--- src/rss_pkg.sv ---
`timescale 1ns / 1ps
// ----------------------------------------------------------------------------
// rss_pkg
// Shared types and constants for the round schedule shuffle block.
// ----------------------------------------------------------------------------
package rss_pkg;

    localparam int          MaxParticipants = 64;
    localparam logic [63:0] MixMul          = 64'd2685821657736338717;

    localparam logic [1:0] ModeLoad  = 2'd0;
    localparam logic [1:0] ModeBlock = 2'd1;
    localparam logic [1:0] ModeQuery = 2'd2;

    localparam logic [1:0] StatOk    = 2'd0;
    localparam logic [1:0] StatEmpty = 2'd1;
    localparam logic [1:0] StatFull  = 2'd2;

    // Commands from the controller to the datapath
    typedef struct packed {
        logic capture;     // latch the input beat
        logic load_write;  // write staging entry, bump count
        logic copy_start;  // reset copy index
        logic copy_step;   // read staging at index (for next write)
        logic copy_write;  // write schedule at index, advance
        logic copy_done;   // set schedule count
        logic mix_start;   // start mix for current position
        logic mix_step;    // advance mix pipeline one stage
        logic div_start;   // start remainder unit
        logic div_step;    // one remainder bit
        logic rd_i;        // read schedule at position i
        logic rd_j;        // read schedule at position j
        logic wr_i;        // write entry j value at i
        logic wr_j;        // write entry i value at j, advance i
        logic q_start;     // start query remainder
        logic q_read;      // read schedule at query index
        logic res_load;    // load result register
    } t_cmd;

    // Status from the datapath to the controller
    typedef struct packed {
        logic [1:0] mode;
        logic       stage_full;
        logic       stage_empty;
        logic       sched_empty;
        logic       bnum_hit;
        logic       copy_last;
        logic       div_last;
        logic       shuf_last;
    } t_sts;

endpackage

--- src/rss_ctrl.sv ---
`timescale 1ns / 1ps
// ----------------------------------------------------------------------------
// rss_ctrl
// Sequencer for load, copy, shuffle and query operations.
// ----------------------------------------------------------------------------
module rss_ctrl import rss_pkg::*; (
    input  logic i_clk,
    input  logic i_rst_n,
    input  logic i_valid,
    output logic o_stall,
    output logic o_valid,
    input  logic i_stall,
    input  t_sts i_sts,
    output t_cmd o_cmd
);
    typedef enum logic [14:0] {
        S_IDLE  = 15'b000000000000001,
        S_DISP  = 15'b000000000000010,
        S_BDIV  = 15'b000000000000100,
        S_CRD   = 15'b000000000001000,
        S_CWR   = 15'b000000000010000,
        S_MIX   = 15'b000000000100000,
        S_DSTA  = 15'b000000001000000,
        S_DIV   = 15'b000000010000000,
        S_RDI   = 15'b000000100000000,
        S_RDJ   = 15'b000001000000000,
        S_WRI   = 15'b000010000000000,
        S_WRJ   = 15'b000100000000000,
        S_QDIV  = 15'b001000000000000,
        S_QRD   = 15'b010000000000000,
        S_DONE  = 15'b100000000000000
    } t_state;

    t_state r_state, n_state;
    logic   r_out_v, n_out_v;
    logic   r_built, n_built;
    logic [2:0] r_mcnt, n_mcnt;
    logic [5:0] r_bcnt, n_bcnt;
    logic   w_take;

    assign w_take  = r_out_v && !i_stall;
    assign o_valid = r_out_v;
    assign o_stall = !(r_state == S_IDLE);

    always_ff @(posedge i_clk) begin
        if (!i_rst_n) begin
            r_state <= S_IDLE;
            r_out_v <= 1'b0;
            r_built <= 1'b0;
            r_mcnt  <= '0;
            r_bcnt  <= '0;
        end else begin
            r_state <= n_state;
            r_out_v <= n_out_v;
            r_built <= n_built;
            r_mcnt  <= n_mcnt;
            r_bcnt  <= n_bcnt;
        end
    end

    always_comb begin
        n_state = r_state;
        n_out_v = r_out_v & ~w_take;
        n_built = r_built;
        n_mcnt  = r_mcnt;
        n_bcnt  = r_bcnt;
        o_cmd   = '0;
        unique case (r_state)
            S_IDLE: begin
                if (i_valid && !o_stall) begin
                    o_cmd.capture = 1'b1;
                    n_state = S_DISP;
                end
            end
            S_DISP: begin
                n_built = 1'b0;
                priority if (i_sts.mode == ModeLoad) begin
                    o_cmd.load_write = !i_sts.stage_full;
                    n_state = S_DONE;
                end else if (i_sts.mode == ModeBlock && !i_sts.stage_empty) begin
                    n_bcnt  = '0;
                    n_state = S_BDIV;
                end else if (i_sts.mode == ModeQuery && !i_sts.sched_empty) begin
                    o_cmd.q_start = 1'b1;
                    n_state = S_QDIV;
                end else begin
                    n_state = S_DONE;
                end
            end
            // Block number remainder, bit-serial over the 32-bit block number
            S_BDIV: begin
                o_cmd.div_step = 1'b1;
                n_bcnt = r_bcnt + 1'b1;
                if (r_bcnt == 6'd31) n_state = S_CRD;
            end
            S_CRD: begin
                if (!i_sts.bnum_hit) begin
                    n_state = S_DONE;
                end else begin
                    o_cmd.copy_start = 1'b1;
                    n_state = S_CWR;
                    n_bcnt  = '0;
                end
            end
            // Copy: alternate a staging read and a schedule write; last write rewinds the index
            S_CWR: begin
                if (r_bcnt[0] == 1'b0) begin
                    o_cmd.copy_step = 1'b1;
                    n_bcnt = 6'd1;
                end else begin
                    o_cmd.copy_write = 1'b1;
                    n_bcnt = '0;
                    if (i_sts.copy_last) begin
                        o_cmd.copy_done = 1'b1;
                        o_cmd.copy_start = 1'b1;
                        n_built = 1'b1;
                        n_state = S_MIX;
                        n_mcnt  = '0;
                    end
                end
            end
            // Mix: start, then six stages
            S_MIX: begin
                if (r_mcnt == 3'd0) begin
                    o_cmd.mix_start = 1'b1;
                    n_mcnt = 3'd1;
                end else begin
                    o_cmd.mix_step = 1'b1;
                    n_mcnt = r_mcnt + 1'b1;
                    if (r_mcnt == 3'd6) n_state = S_DSTA;
                end
            end
            S_DSTA: begin
                o_cmd.div_start = 1'b1;
                n_state = S_DIV;
            end
            S_DIV: begin
                o_cmd.div_step = 1'b1;
                if (i_sts.div_last) n_state = S_RDI;
            end
            S_RDI: begin
                o_cmd.rd_i = 1'b1;
                n_state = S_RDJ;
            end
            S_RDJ: begin
                o_cmd.rd_j = 1'b1;
                n_state = S_WRI;
            end
            S_WRI: begin
                o_cmd.wr_i = 1'b1;
                n_state = S_WRJ;
            end
            S_WRJ: begin
                o_cmd.wr_j = 1'b1;
                n_mcnt = '0;
                n_state = i_sts.shuf_last ? S_DONE : S_MIX;
            end
            S_QDIV: begin
                o_cmd.div_step = 1'b1;
                if (i_sts.div_last) n_state = S_QRD;
            end
            S_QRD: begin
                o_cmd.q_read = 1'b1;
                n_state = S_DONE;
            end
            S_DONE: begin
                if (!r_out_v || w_take) begin
                    o_cmd.res_load = 1'b1;
                    o_cmd.copy_done = r_built;
                    n_out_v = 1'b1;
                    n_state = S_IDLE;
                end
            end
            default: n_state = S_IDLE;
        endcase
    end
endmodule

--- config.mk ---
export PLATFORM = sky130hd
export DESIGN_NAME = rss_ctrl
export DESIGN_NICKNAME = d
export VERILOG_FILES = /design/src/rss_pkg.sv /design/src/rss_ctrl.sv
export SDC_FILE = /design/constraint.sdc
export NUM_CORES = 1
export LEC_CHECK = 0
export ABC_AREA = 1
export BUFFER_PORTS_ARGS = -buffer_cell sky130_fd_sc_hd__buf_2
export CAP_MARGIN = 30
export CORE_MARGIN = 2
export CORE_UTILIZATION = 43
export DETAILED_ROUTE_END_ITERATION = 10
export GPL_TIMING_DRIVEN = 0
export SYNTH_ARGS = -nofsm -noshare
export SYNTH_HDL_FRONTEND = slang
export SYNTH_SLANG_ARGS = --single-unit
--- constraint.sdc ---
create_clock -name i_clk -period 2.1 [get_ports i_clk]
set_input_delay 0.42 -clock i_clk [delete_from_list [all_inputs] [get_ports i_clk]]
set_output_delay 0.42 -clock i_clk [all_outputs]
set_load 0.02 [all_outputs]
[Word-level counts from Yosys, hierarchy flattened]
Cells that the tools add are included.
Word-level totals
  flip-flop bits (word level): 26
  output and inout bits: 19
Operators by class
  bitwise logic cells: 2
  multiplexer cells: 58
  equal/unequal tests: 31
  add/sub/neg operators: 2
  reduce and logical (&&, ||, !) cells: 21
Operators by type and width (count)
  $pmux 15 s15: 1
  $mux 15: 14
  $mux 1: 29
  $pmux 6 s4: 1
  $ne 2x2->1 const B: 11
  $mux 6: 3
  $eq 15x1->1 const B: 1
  $eq 15x10->1 const B: 1
  $eq 15x11->1 const B: 1
  $eq 15x12->1 const B: 1
  $eq 15x13->1 const B: 1
  $eq 15x14->1 const B: 1
  $eq 15x15->1 const B: 1
  $eq 15x2->1 const B: 1
  $eq 15x3->1 const B: 1
  $eq 15x4->1 const B: 1
  $eq 15x5->1 const B: 1
  $eq 15x6->1 const B: 1
  $eq 15x7->1 const B: 1
  $eq 15x8->1 const B: 1
  $eq 15x9->1 const B: 1
  $mux 3: 3
  $pmux 3 s3: 1
  $reduce_and 9->1: 1
  22 further kinds: 35

[Longest topological paths before layout]
Gate-level depths: netlist of the first run.
  depth after elaboration: 6
  depth in mapped cells: 13

[Worst setup path before layout of the first run]
No wires, ideal clock.
  path type: register -> output
  start: reg r_state[14]
  end: out o_cmd[15] (netlist name)
  path buffers: 0
  stages on the path, launching flop included: 6
  arrival: 1505 ps
  path slack: 175 ps
  required time: 1680 ps
  cell sequence: dfxtp_1 -> nor2_2 -> nand2_2 -> nor2_8 -> nand2_2 -> nor4_1
RTL lines
  start, declared: RTL line rss_ctrl.sv:34  | t_state r_state, n_state;
  start signal, assigned: RTL line rss_ctrl.sv:53  | r_state <= n_state;
  end, declared: RTL line rss_ctrl.sv:14  | output t_cmd o_cmd

==> impl_metrics.tcl, run 1 <==
set metrics [dict create \
    status "finished, final reports clean" \
    postSynthCellCount 262 \
    synth_edf_count 0 \
    drc 0 \
    drtIter0Drc 75 \
    hpwl_um 3228 \
    final_util 0.5483 \
    syn_nets 279 \
    nets 324 \
    max_clock_freq_mhz 492.4 \
    yosys-mux-area-fraction 0 \
    cp-endpoint "o_cmd[11]" \
    leakage_nw 1.103 \
    netlist.area_leader.share 0.2832 \
    yosysWarnings 0 \
    die_w_um 69.38 \
    cp.required_ns 1.68 \
    synthTopCellsByCount "nand2_1, nor2_1, inv_1" \
    core_area_mm2 0.004058 \
    io_buffer_count 31 \
    vias 1715 \
    synth_area_leaders "dfxtp_1, nand2_1, nor2_1" \
    viasPerCell 4.831 \
    worst_pin_slew_ns 0.7047 \
    post_drt_wl_per_cell_um 12.05 \
    ys_seq_area_frac 0.2832 \
    cts_sinks 26 \
    cts_made_buffers 3 \
    critical_path_arrival_ns 1.61 \
    grt-ovfl-total 0 \
    fin_skew_ns 0.003357 \
    power_density_mw_per_mm2 568.7 \
    antenna_left 0 \
    root_buffer "clkbuf_8" \
    ff2ff_setup_slack_ns 0.27 \
    hold_violations 0 \
    drv_cap 0 \
    hold_class "in -> reg" \
    path_max_fanout 5 \
    maxSlewViolCount 0 \
    post-synth-top-count-cell "nand2_1" \
    crit_path_start "r_state[7]" \
    layout_min_cycle_time_ns 2.031 \
    rsz0062_at_grt "yes" \
    dr.pass1.iters 4 \
    startpoint_type "flop" \
    synthAdderAreaFrac 0.02723 \
    synth_compound_area_frac 0.08986 \
    synth.distinct_cells 33 \
    fin_setup_tns_ns 0 \
    cts.path.max_buffers 2 \
    finalCritPeriodShare 0.9671 \
    synth_largest_area_cell "dfxtp_1" \
    critPathCaptureType "output pin" \
    die_y_um 69.38 \
    rows 23 \
    r2r_cells 12 \
    ys.flop_type "dfxtp_1" \
    syn_area_mm2 0.001838 \
    insertion_delay_ns 0.28 \
    synth_top_family_by_area "simple AND/OR/NAND/NOR gates" \
    clkSlewWorstSetupHoldPaths_ns 0.09 \
    routed_wl_um 4279 \
    drive_gt1_frac 0.3541 \
    antenna_found_initial 0 \
    grt_usage 0.1828 \
    async_flop_share 0 \
    rr_startpoint "r_bcnt[0]" \
    fin_ws_ns 0.06907 \
    pre_cts_ws_ns 0.2399 \
    grt_max_degree 14 \
    ir_worst_vdd_mv 0.3830 \
    area_growth_pct 21.03 \
    critPathKind "reg -> out" \
    io_pins 32 \
    slew_headroom 0.5302 \
    routabilityCongestion 0.8152 \
    r2r-end "r_state[12]" \
    synth-simple-area-share 0.4976 \
    finalSetupViolations 0 \
    synth-seq-cells 26 \
    nFillCells 426 \
    start_util 0.4530 \
    cts_tree "built" \
    synth_xor_xnor_area_share 0.009530 \
    diodes 0 \
    grt_pass1_wl_um 7113 \
    avgSynthCellArea_um2 7.015 \
    dieArea_mm2 0.004814 \
    htree_levels 1 \
    grt_pass1_vias 1538 \
]
area by class of cell:
| type | instances | area (um2) | share of cell area |
|---|---|---|---|
| multi-input cells | 194 | 1192 | 0.5360 |
| plain buffers | 3 | 22.52 | 0.01012 |
| flip-flops and latches | 26 | 528.0 | 0.2373 |
| inverters | 39 | 147.6 | 0.06637 |
| clock buffers | 3 | 41.29 | 0.01856 |
| repair buffers | 40 | 230.2 | 0.1035 |
| well taps | 50 | 62.56 | 0.02812 |
flip-flops by register name, summed over array words and instances (netlist names):
name and count:
o_valid 1, r_bcnt 6, r_built 1, r_mcnt 3
r_state 15
layer usage:
metal,wire (um),track usage,part of all wire
met1,2040,0.2511,0.48
met5,0,0,0
met4,51,0.04575,0.012
met2,2017,0.3013,0.47
met3,170,0.02616,0.040
placed cells by master, fill, tap and decap left out:
cell,synthesis,final
nor2_1,39,36
nand3b_1,1,1
dfxtp_2,0,3
buf_4,0,12
dfxtp_4,0,1
nor2_2,9,7
o21ai_0,4,4
nor4_1,1,1
nand2_4,6,8
nor2_4,5,10
nand2_8,1,1
nand3_1,17,17
buf_8,1,1
a21oi_2,3,3
ha_1,4,4
or2_2,1,1
inv_1,35,35
dfxtp_1,26,22
nand2_2,11,10
inv_2,2,2
buf_2,0,28
o211ai_1,1,1
nor3_2,6,6
nand4_4,1,1
xnor2_1,1,1
clkbuf_8,0,3
a21oi_1,14,14
nand3_2,3,3
xor2_1,1,1
nand4_1,2,2
nand3b_2,1,1
o21ai_1,3,3
clkinv_2,1,1
clkinv_1,1,1
o21ai_2,3,3
nor2_8,3,3
clkbuf_1,2,2
nand2_1,53,52
how the worst min path moves through the flow:
stage | from | endpoint | slack (ns) | cells after the start
after global placement | r_built | r_built | 0.45 | 2
after global routing | i_rst_n | r_state[0] | 0.41 | 2
after CTS | i_rst_n | r_state[0] | 0.39 | 2
after floorplan | r_built | r_built | 0.44 | 2
after detailed placement | r_built | r_built | 0.46 | 2
final | i_rst_n | r_state[0] | 0.39 | 2
kinds of logic (layout without fill, tap and decap cells):
family	count (synthesis)	in the layout
AND/OR/NAND/NOR	160	160
buffers and inverters	42	85
AO/OA/AOI/OAI	28	28
flip-flops	26	26
adder cells (fa/ha/maj)	4	4
XOR/XNOR	2	2
power by group:
part	switching, mW	total [mW]	internal (mW)
sequential	0.0207	0.528	0.508
combinational	0.288	0.443	0.155
clock	0.165	0.294	0.129
critical path: stages (launching register included):
cell,delay (ns)
dfxtp_2,0.36
nor2_4,0.17
nand2_2,0.12
nor2_8,0.15
nand2_2,0.09
nor2_4,0.12
nand2_4,0.09
nand2_1,0.09
buf_4,0.14
timing repair:
| action | in CTS | in global routing |
|---|---|---|
| pin swaps | 6 | 7 |
| hold buffers | 0 | 0 |
| buffers inserted | 5 | 4 |
| resized for setup | 4 | 15 |
| setup endpoints to repair | 4 | 9 |
| hold endpoints to repair | 0 | 0 |
through the flow:
| stage | instances | power (mW) | hold slack, ns | area [um2] |
|---|---|---|---|---|
| final | 355 | 1.265 | 0.3908 | 2225 |
| after CTS | 351 | 1.254 | 0.3911 | 2148 |
| after global routing | 355 | 1.337 | 0.4057 | 2225 |
| after floorplan | 262 | 0.8544 | 0.4447 | 1838 |
| after detailed placement | 343 | 0.9514 | 0.4615 | 2056 |
| after global placement | 343 | 0.9507 | 0.4542 | 2056 |
Note: power is estimated with default switching activity, not from simulation.
==> run 2, diff against run 1 <==
--- a/config.mk
+++ b/config.mk
@@ -8,6 +8,7 @@
 export ABC_AREA = 1
 export BUFFER_PORTS_ARGS = -buffer_cell sky130_fd_sc_hd__buf_2
 export CAP_MARGIN = 30
+export CORE_ASPECT_RATIO = 1.25
 export CORE_MARGIN = 2
 export CORE_UTILIZATION = 43
 export DETAILED_ROUTE_END_ITERATION = 10
==> run 2 against run 1 <==
Against the previous run: hold slack worse by 0.013 ns; first-iteration DRC count is 13% higher; design area increased by 6.2%; via count rose by 3.1%; cell count grew 3.9%; power up 13%; worst setup slack better by 0.0059 ns; clock-buffer cell count stayed put; sequential share of layout area is 1.1 points lower; global-route usage is 1.2 points higher; combinational power up 5.6%; flip-flop and latch count unchanged.
==> impl_metrics.tcl, run 2 (synthesis gave the netlist of run 1 again) <==
set metrics [dict create \
    largest_reg_flops 15 \
    post_drt_wl_per_cell_um 12.11 \
    crit_family "simple AND/OR/NAND/NOR gates" \
    io_pins 32 \
    slew_headroom 0.5584 \
    dieArea_mm2 0.004817 \
    diodes 0 \
    drc 0 \
    path_max_fanout 3 \
    dp_cells 349 \
    final_common_cell "nand2_1" \
    worstPathCellList "nor2_2 -> nand2_2 -> buf_4 -> buf_4 -> nor2_1 -> nand2_2 -> nand3_2 -> buf_4" \
    cts_sinks 26 \
    total_power_mw 1.423 \
    viasPerCell 4.791 \
    worst_pin_slew_ns 0.6624 \
    status "finished, final reports clean" \
    min_path_cells 2 \
    core_area_mm2 0.004099 \
    die_y_um 77.10 \
    antenna_left 0 \
    r2r_cells 12 \
    grt_max_degree 16 \
    cp_num_buf_inv 3 \
    die_w_um 62.48 \
    hp-start "i_rst_n" \
    drive_gt1_frac 0.3962 \
    place_area_mm2 0.002063 \
    dr.pass1.iters 4 \
    grt_pass1_wl_um 7486 \
    stdcell_count 369 \
    finalSetupViolations 0 \
    routabilityCongestion 0.8097 \
    final_util 0.5763 \
    grt_pass1_vias 1636 \
    leakage_nw 1.162 \
    routed_wl_um 4470 \
    crit_path_max_incr_delay_ns 0.33 \
    hpwl_um 3364 \
    startpoint_type "flop" \
    pre_cts_ws_ns 0.2251 \
    path_common_cell "buf_4" \
    top_register "r_state" \
    max_clock_freq_mhz 493.8 \
    critical_path_arrival_ns 1.61 \
    root_buffer "clkbuf_8" \
    hold_violations 0 \
    nets 331 \
    stdcell_area_mm2 0.002362 \
    layout_common_cells "nand2_1, nor2_1, inv_1" \
    hold_class "in -> reg" \
    start_util 0.4484 \
    clkSlewWorstSetupHoldPaths_ns 0.10 \
    drtIter0Drc 85 \
    critical-path-slowest-cell "dfxtp_1" \
    ff2ff_setup_slack_ns 0.28 \
    critPathCaptureType "output pin" \
    cts_tree "built" \
    critPathKind "reg -> out" \
    nFillCells 437 \
    r2r-end "r_state[12]" \
    layout_min_cycle_time_ns 2.025 \
    postCtsHoldBufs 0 \
    io_buffer_count 31 \
    cp.required_ns 1.68 \
    worstHoldEndpoint "r_state[0]" \
    cts_made_buffers 3 \
    fin_skew_ns 0.01161 \
    vias 1768 \
    insertion_delay_ns 0.28 \
    maxSlewViolCount 0 \
    area_growth_pct 28.52 \
    fin_ws_ns 0.07492 \
    power_density_mw_per_mm2 602.6 \
    grt_usage 0.1944 \
    ir_worst_vdd_mv 0.2561 \
    finalCritPeriodShare 0.9643 \
    grt-ovfl-total 0 \
    antenna_found_initial 0 \
    cts.path.max_buffers 2 \
    reg_top3 "r_state x15, r_bcnt x6, r_mcnt x3" \
    rows 26 \
    rsz0062_at_grt "yes" \
    drv_cap 0 \
    rr_startpoint "r_bcnt[0]" \
    htree_levels 1 \
]
[run 2: cell types whose count changed in the layout (fill, tap and decap cells not counted), sizes merged]
cell,change
buf,+7
bufinv,+1
[run 2: layout make-up]
cell class,instances,area [um2],share of cell area
inverter,39,147.6,0.06250
tap,56,70.07,0.02966
sequential,26,534.3,0.2262
multi-input combinational,194,1224,0.5180
timing repair buffer,47,292.8,0.1239
buffer,3,22.52,0.009534
clock buffer,3,41.29,0.01748
clock inverter,1,30.03,0.01271
[run 2: routing by layer]
layer  vias up  global-route usage  part of all wire
li1        925                   -                 -
met1       801              0.2371              0.44
met2        35              0.3473              0.51
met3         7             0.02346             0.031
met4         0             0.07111             0.016
met5         -                   0                 0
[run 2: timing repair]
| action | 4_1_cts | 5_1_grt |
|---|---|---|
| gates resized for setup | 4 | 29 |
| pin swaps | 5 | 13 |
| endpoints found under the setup margin | 7 | 10 |
| setup buffers | 7 | 9 |
[run 2: power by group]
group / internal, mW / switching (mW)
logic: 0.173 / 0.295
registers: 0.511 / 0.0203
clock network: 0.256 / 0.169
total: 0.939 / 0.485
[run 2: worst max-delay path by stage]
stage | slack, ns | cells past startpoint | end | startpoint
after global placement | 0.22 | 8 | o_cmd[11] | r_state[4]
after CTS | 0.008 | 8 | o_cmd[11] | r_state[2]
after floorplan | 0.17 | 5 | o_cmd[15] | r_state[14]
after global routing | -0.002 | 6 | o_cmd[15] | r_state[12]
after detailed placement | 0.23 | 8 | o_cmd[11] | r_state[4]
final | 0.07 | 8 | o_cmd[7] | r_state[9]
[run 2: through the flow]
step	hold WS, ns	setup TNS, ns
finish	0.3778	0
global route	0.3932	-0.002165
CTS	0.3830	0
detailed placement	0.4640	0
global placement	0.4542	0
floorplan	0.4447	0
[run 2: worst register-to-register path: cells and delay by family (launching register included)]
| kind | cells | cell delay, ns |
|---|---|---|
| buf+inv | 2 | 0.15 |
| fa+ha+maj | 1 | 0.19 |
| simple gates | 8 | 0.82 |
| flops | 1 | 0.42 |
| compound gates | 1 | 0.13 |
==> run 3, diff against run 2 <==
--- a/config.mk
+++ b/config.mk
@@ -8,9 +8,9 @@
 export ABC_AREA = 1
 export BUFFER_PORTS_ARGS = -buffer_cell sky130_fd_sc_hd__buf_2
 export CAP_MARGIN = 30
-export CORE_ASPECT_RATIO = 1.25
 export CORE_MARGIN = 2
 export CORE_UTILIZATION = 43
+export CTS_BUF_LIST = sky130_fd_sc_hd__clkbuf_2
 export DETAILED_ROUTE_END_ITERATION = 10
 export GPL_TIMING_DRIVEN = 0
 export SYNTH_ARGS = -nofsm -noshare
==> run 3 against run 2 <==
Against the previous run: sequential power hardly changed; power decreased by 12%; die area barely moved; via count rose by 1.5%; maximum frequency is 3.7% lower; largest power group unchanged; the flow now finishes with violations (negative setup slack); wire length increased by 1.6%; register-to-register slack got worse by 0.03 ns; largest cell class unchanged; critical endpoint is now o_cmd[11]; clock skew up 0.0075 ns.
==> impl_metrics.tcl, run 3 (synthesis gave the netlist of run 1 again) <==
set metrics [dict create \
    io_pins 32 \
    routabilityCongestion 0.8152 \
    crit_path_max_incr_delay_ns 0.41 \
    critical-path-slowest-cell "dfxtp_2" \
    pre_cts_ws_ns 0.2399 \
    core_area_mm2 0.004058 \
    pwr-share-clk 0.159 \
    critPathKind "reg -> out" \
    largest_reg_flops 15 \
    nets 341 \
    whs_ns 0.2601 \
    hp-start "i_rst_n" \
    cts_sinks 26 \
    cp.required_ns 1.68 \
    critPathCaptureType "output pin" \
    drtIter0Drc 46 \
    swShare 0.3969 \
    layout_common_cells "nand2_1, nor2_1, inv_1" \
    vias 1794 \
    dr.pass1.iters 4 \
    htree_levels 1 \
    root_buffer "clkbuf_2" \
    dp_cells 343 \
    clkSlewWorstSetupHoldPaths_ns 0.27 \
    grt-ovfl-total 0 \
    postCtsHoldBufs 0 \
    comb_power_share 0.419 \
    grt_pass1_vias 1639 \
    startpoint_type "flop" \
    antenna_found_initial 0 \
    cts_tree "built" \
    path_max_fanout 5 \
    die_w_um 69.38 \
    diodes 0 \
    cts_made_buffers 3 \
    stdcell_count 372 \
    hold_class "in -> reg" \
    total_power_mw 1.252 \
    power_density_mw_per_mm2 501.0 \
    drive_gt1_frac 0.4689 \
    rr_startpoint "r_bcnt[0]" \
    worstPathCellList "nor2_4 -> nand2_4 -> nor2_8 -> nand2_2 -> nor2_4 -> nand2_1 -> nand2_2 -> buf_6" \
    ir_worst_vdd_mv 0.3535 \
    seqPwrFrac 0.423 \
    dieArea_mm2 0.004814 \
    grt_pass1_wl_um 7617 \
    layout_min_cycle_time_ns 2.103 \
    power.net_switching_uw 496.9 \
    leakage_nw 1.199 \
    maxSlewViolCount 0 \
    max_clock_freq_mhz 475.4 \
    post_drt_wl_per_cell_um 12.21 \
    hpwl_um 3228 \
    die_y_um 69.38 \
    status "finished, violations left" \
    fin_ws_ns -0.003372 \
    rows 23 \
    routed_wl_um 4542 \
    fin_skew_ns 0.01914 \
    hold_violations 0 \
    area_growth_pct 35.94 \
    worst_pin_slew_ns 0.6927 \
    finalCritPeriodShare 1.002 \
    top_register "r_state" \
    grt_usage 0.1949 \
    cts.path.max_buffers 2 \
    insertion_delay_ns 0.38 \
    slew_headroom 0.5382 \
    final_common_cell "nand2_1" \
    viasPerCell 4.823 \
    violations "negative setup slack" \
    drc 0 \
    grt_max_degree 14 \
    antenna_left 0 \
    finalSetupViolations 1 \
    cellInternalPower_uw 755.0 \
    drv_cap 0 \
    crit_path_start "r_state[5]" \
    io_buffer_count 31 \
    start_util 0.4530 \
    rsz0062_at_grt "yes" \
    critical_path_arrival_ns 1.68 \
    reg_top3 "r_state x15, r_bcnt x6, r_mcnt x3" \
]
run 3: final timing paths:
path / endpoint / slack (ns) / cells past startpoint
worst max-delay path: o_cmd[11] / -0.003 / 8
worst min-delay path: r_state[0] / 0.26 / 2
worst max register to register: r_state[12] / 0.25 / 12
worst min register to register: r_built / 0.49 / 2
run 3: layout make-up:
| cell class | count | area (um2) |
|---|---|---|
| plain buffers | 3 | 22.52 |
| clock buffers | 3 | 15.01 |
| fillers | 379 | 1559 |
| inverters | 39 | 147.6 |
| multi-input cells | 194 | 1277 |
| flip-flops and latches | 26 | 543.0 |
| well taps | 50 | 62.56 |
| repair buffers | 57 | 430.4 |
run 3: power by group through the flow:
stage               clock, mW  sequential, mW  combinational (mW)
CTS                     0.205           0.529               0.472
floorplan                   0           0.537               0.317
detailed placement          0           0.540               0.412
finish                  0.199           0.529               0.524
global placement            0           0.539               0.412
global route            0.223           0.532               0.566
run 3: stage by stage:
stage          area, um2  utilization  setup TNS (ns)
3_5_place_dp        2056       0.5066               0
6_report            2499       0.6158       -0.003372
2_1_floorplan       1838            -               0
4_1_cts             2321       0.5720        -0.02739
5_1_grt             2499       0.6158         -0.7409
3_3_place_gp        2056       0.5066               0
run 3: layer usage:
layer | vias up | global-route usage | wire length [um]
li1 | 943 | - | -
met1 | 821 | 0.2643 | 2090
met2 | 26 | 0.3280 | 2265
met3 | 4 | 0.02180 | 147
met4 | 0 | 0.05229 | 39
met5 | - | 0 | 0
run 3: repair_timing:
action	4_1_cts	5_1_grt
endpoints found under the setup margin	12	18
setup buffers	20	6
resized for setup	37	41
cloned	0	0
pin swaps	11	10
run 3: worst max-delay path, delay by kind of cell, from the launching register on:
| kind | cells | cell delay, ns |
|---|---|---|
| AND/OR/NAND/NOR | 7 | 0.78 |
| flip-flops | 1 | 0.41 |
| buffers and inverters | 1 | 0.11 |
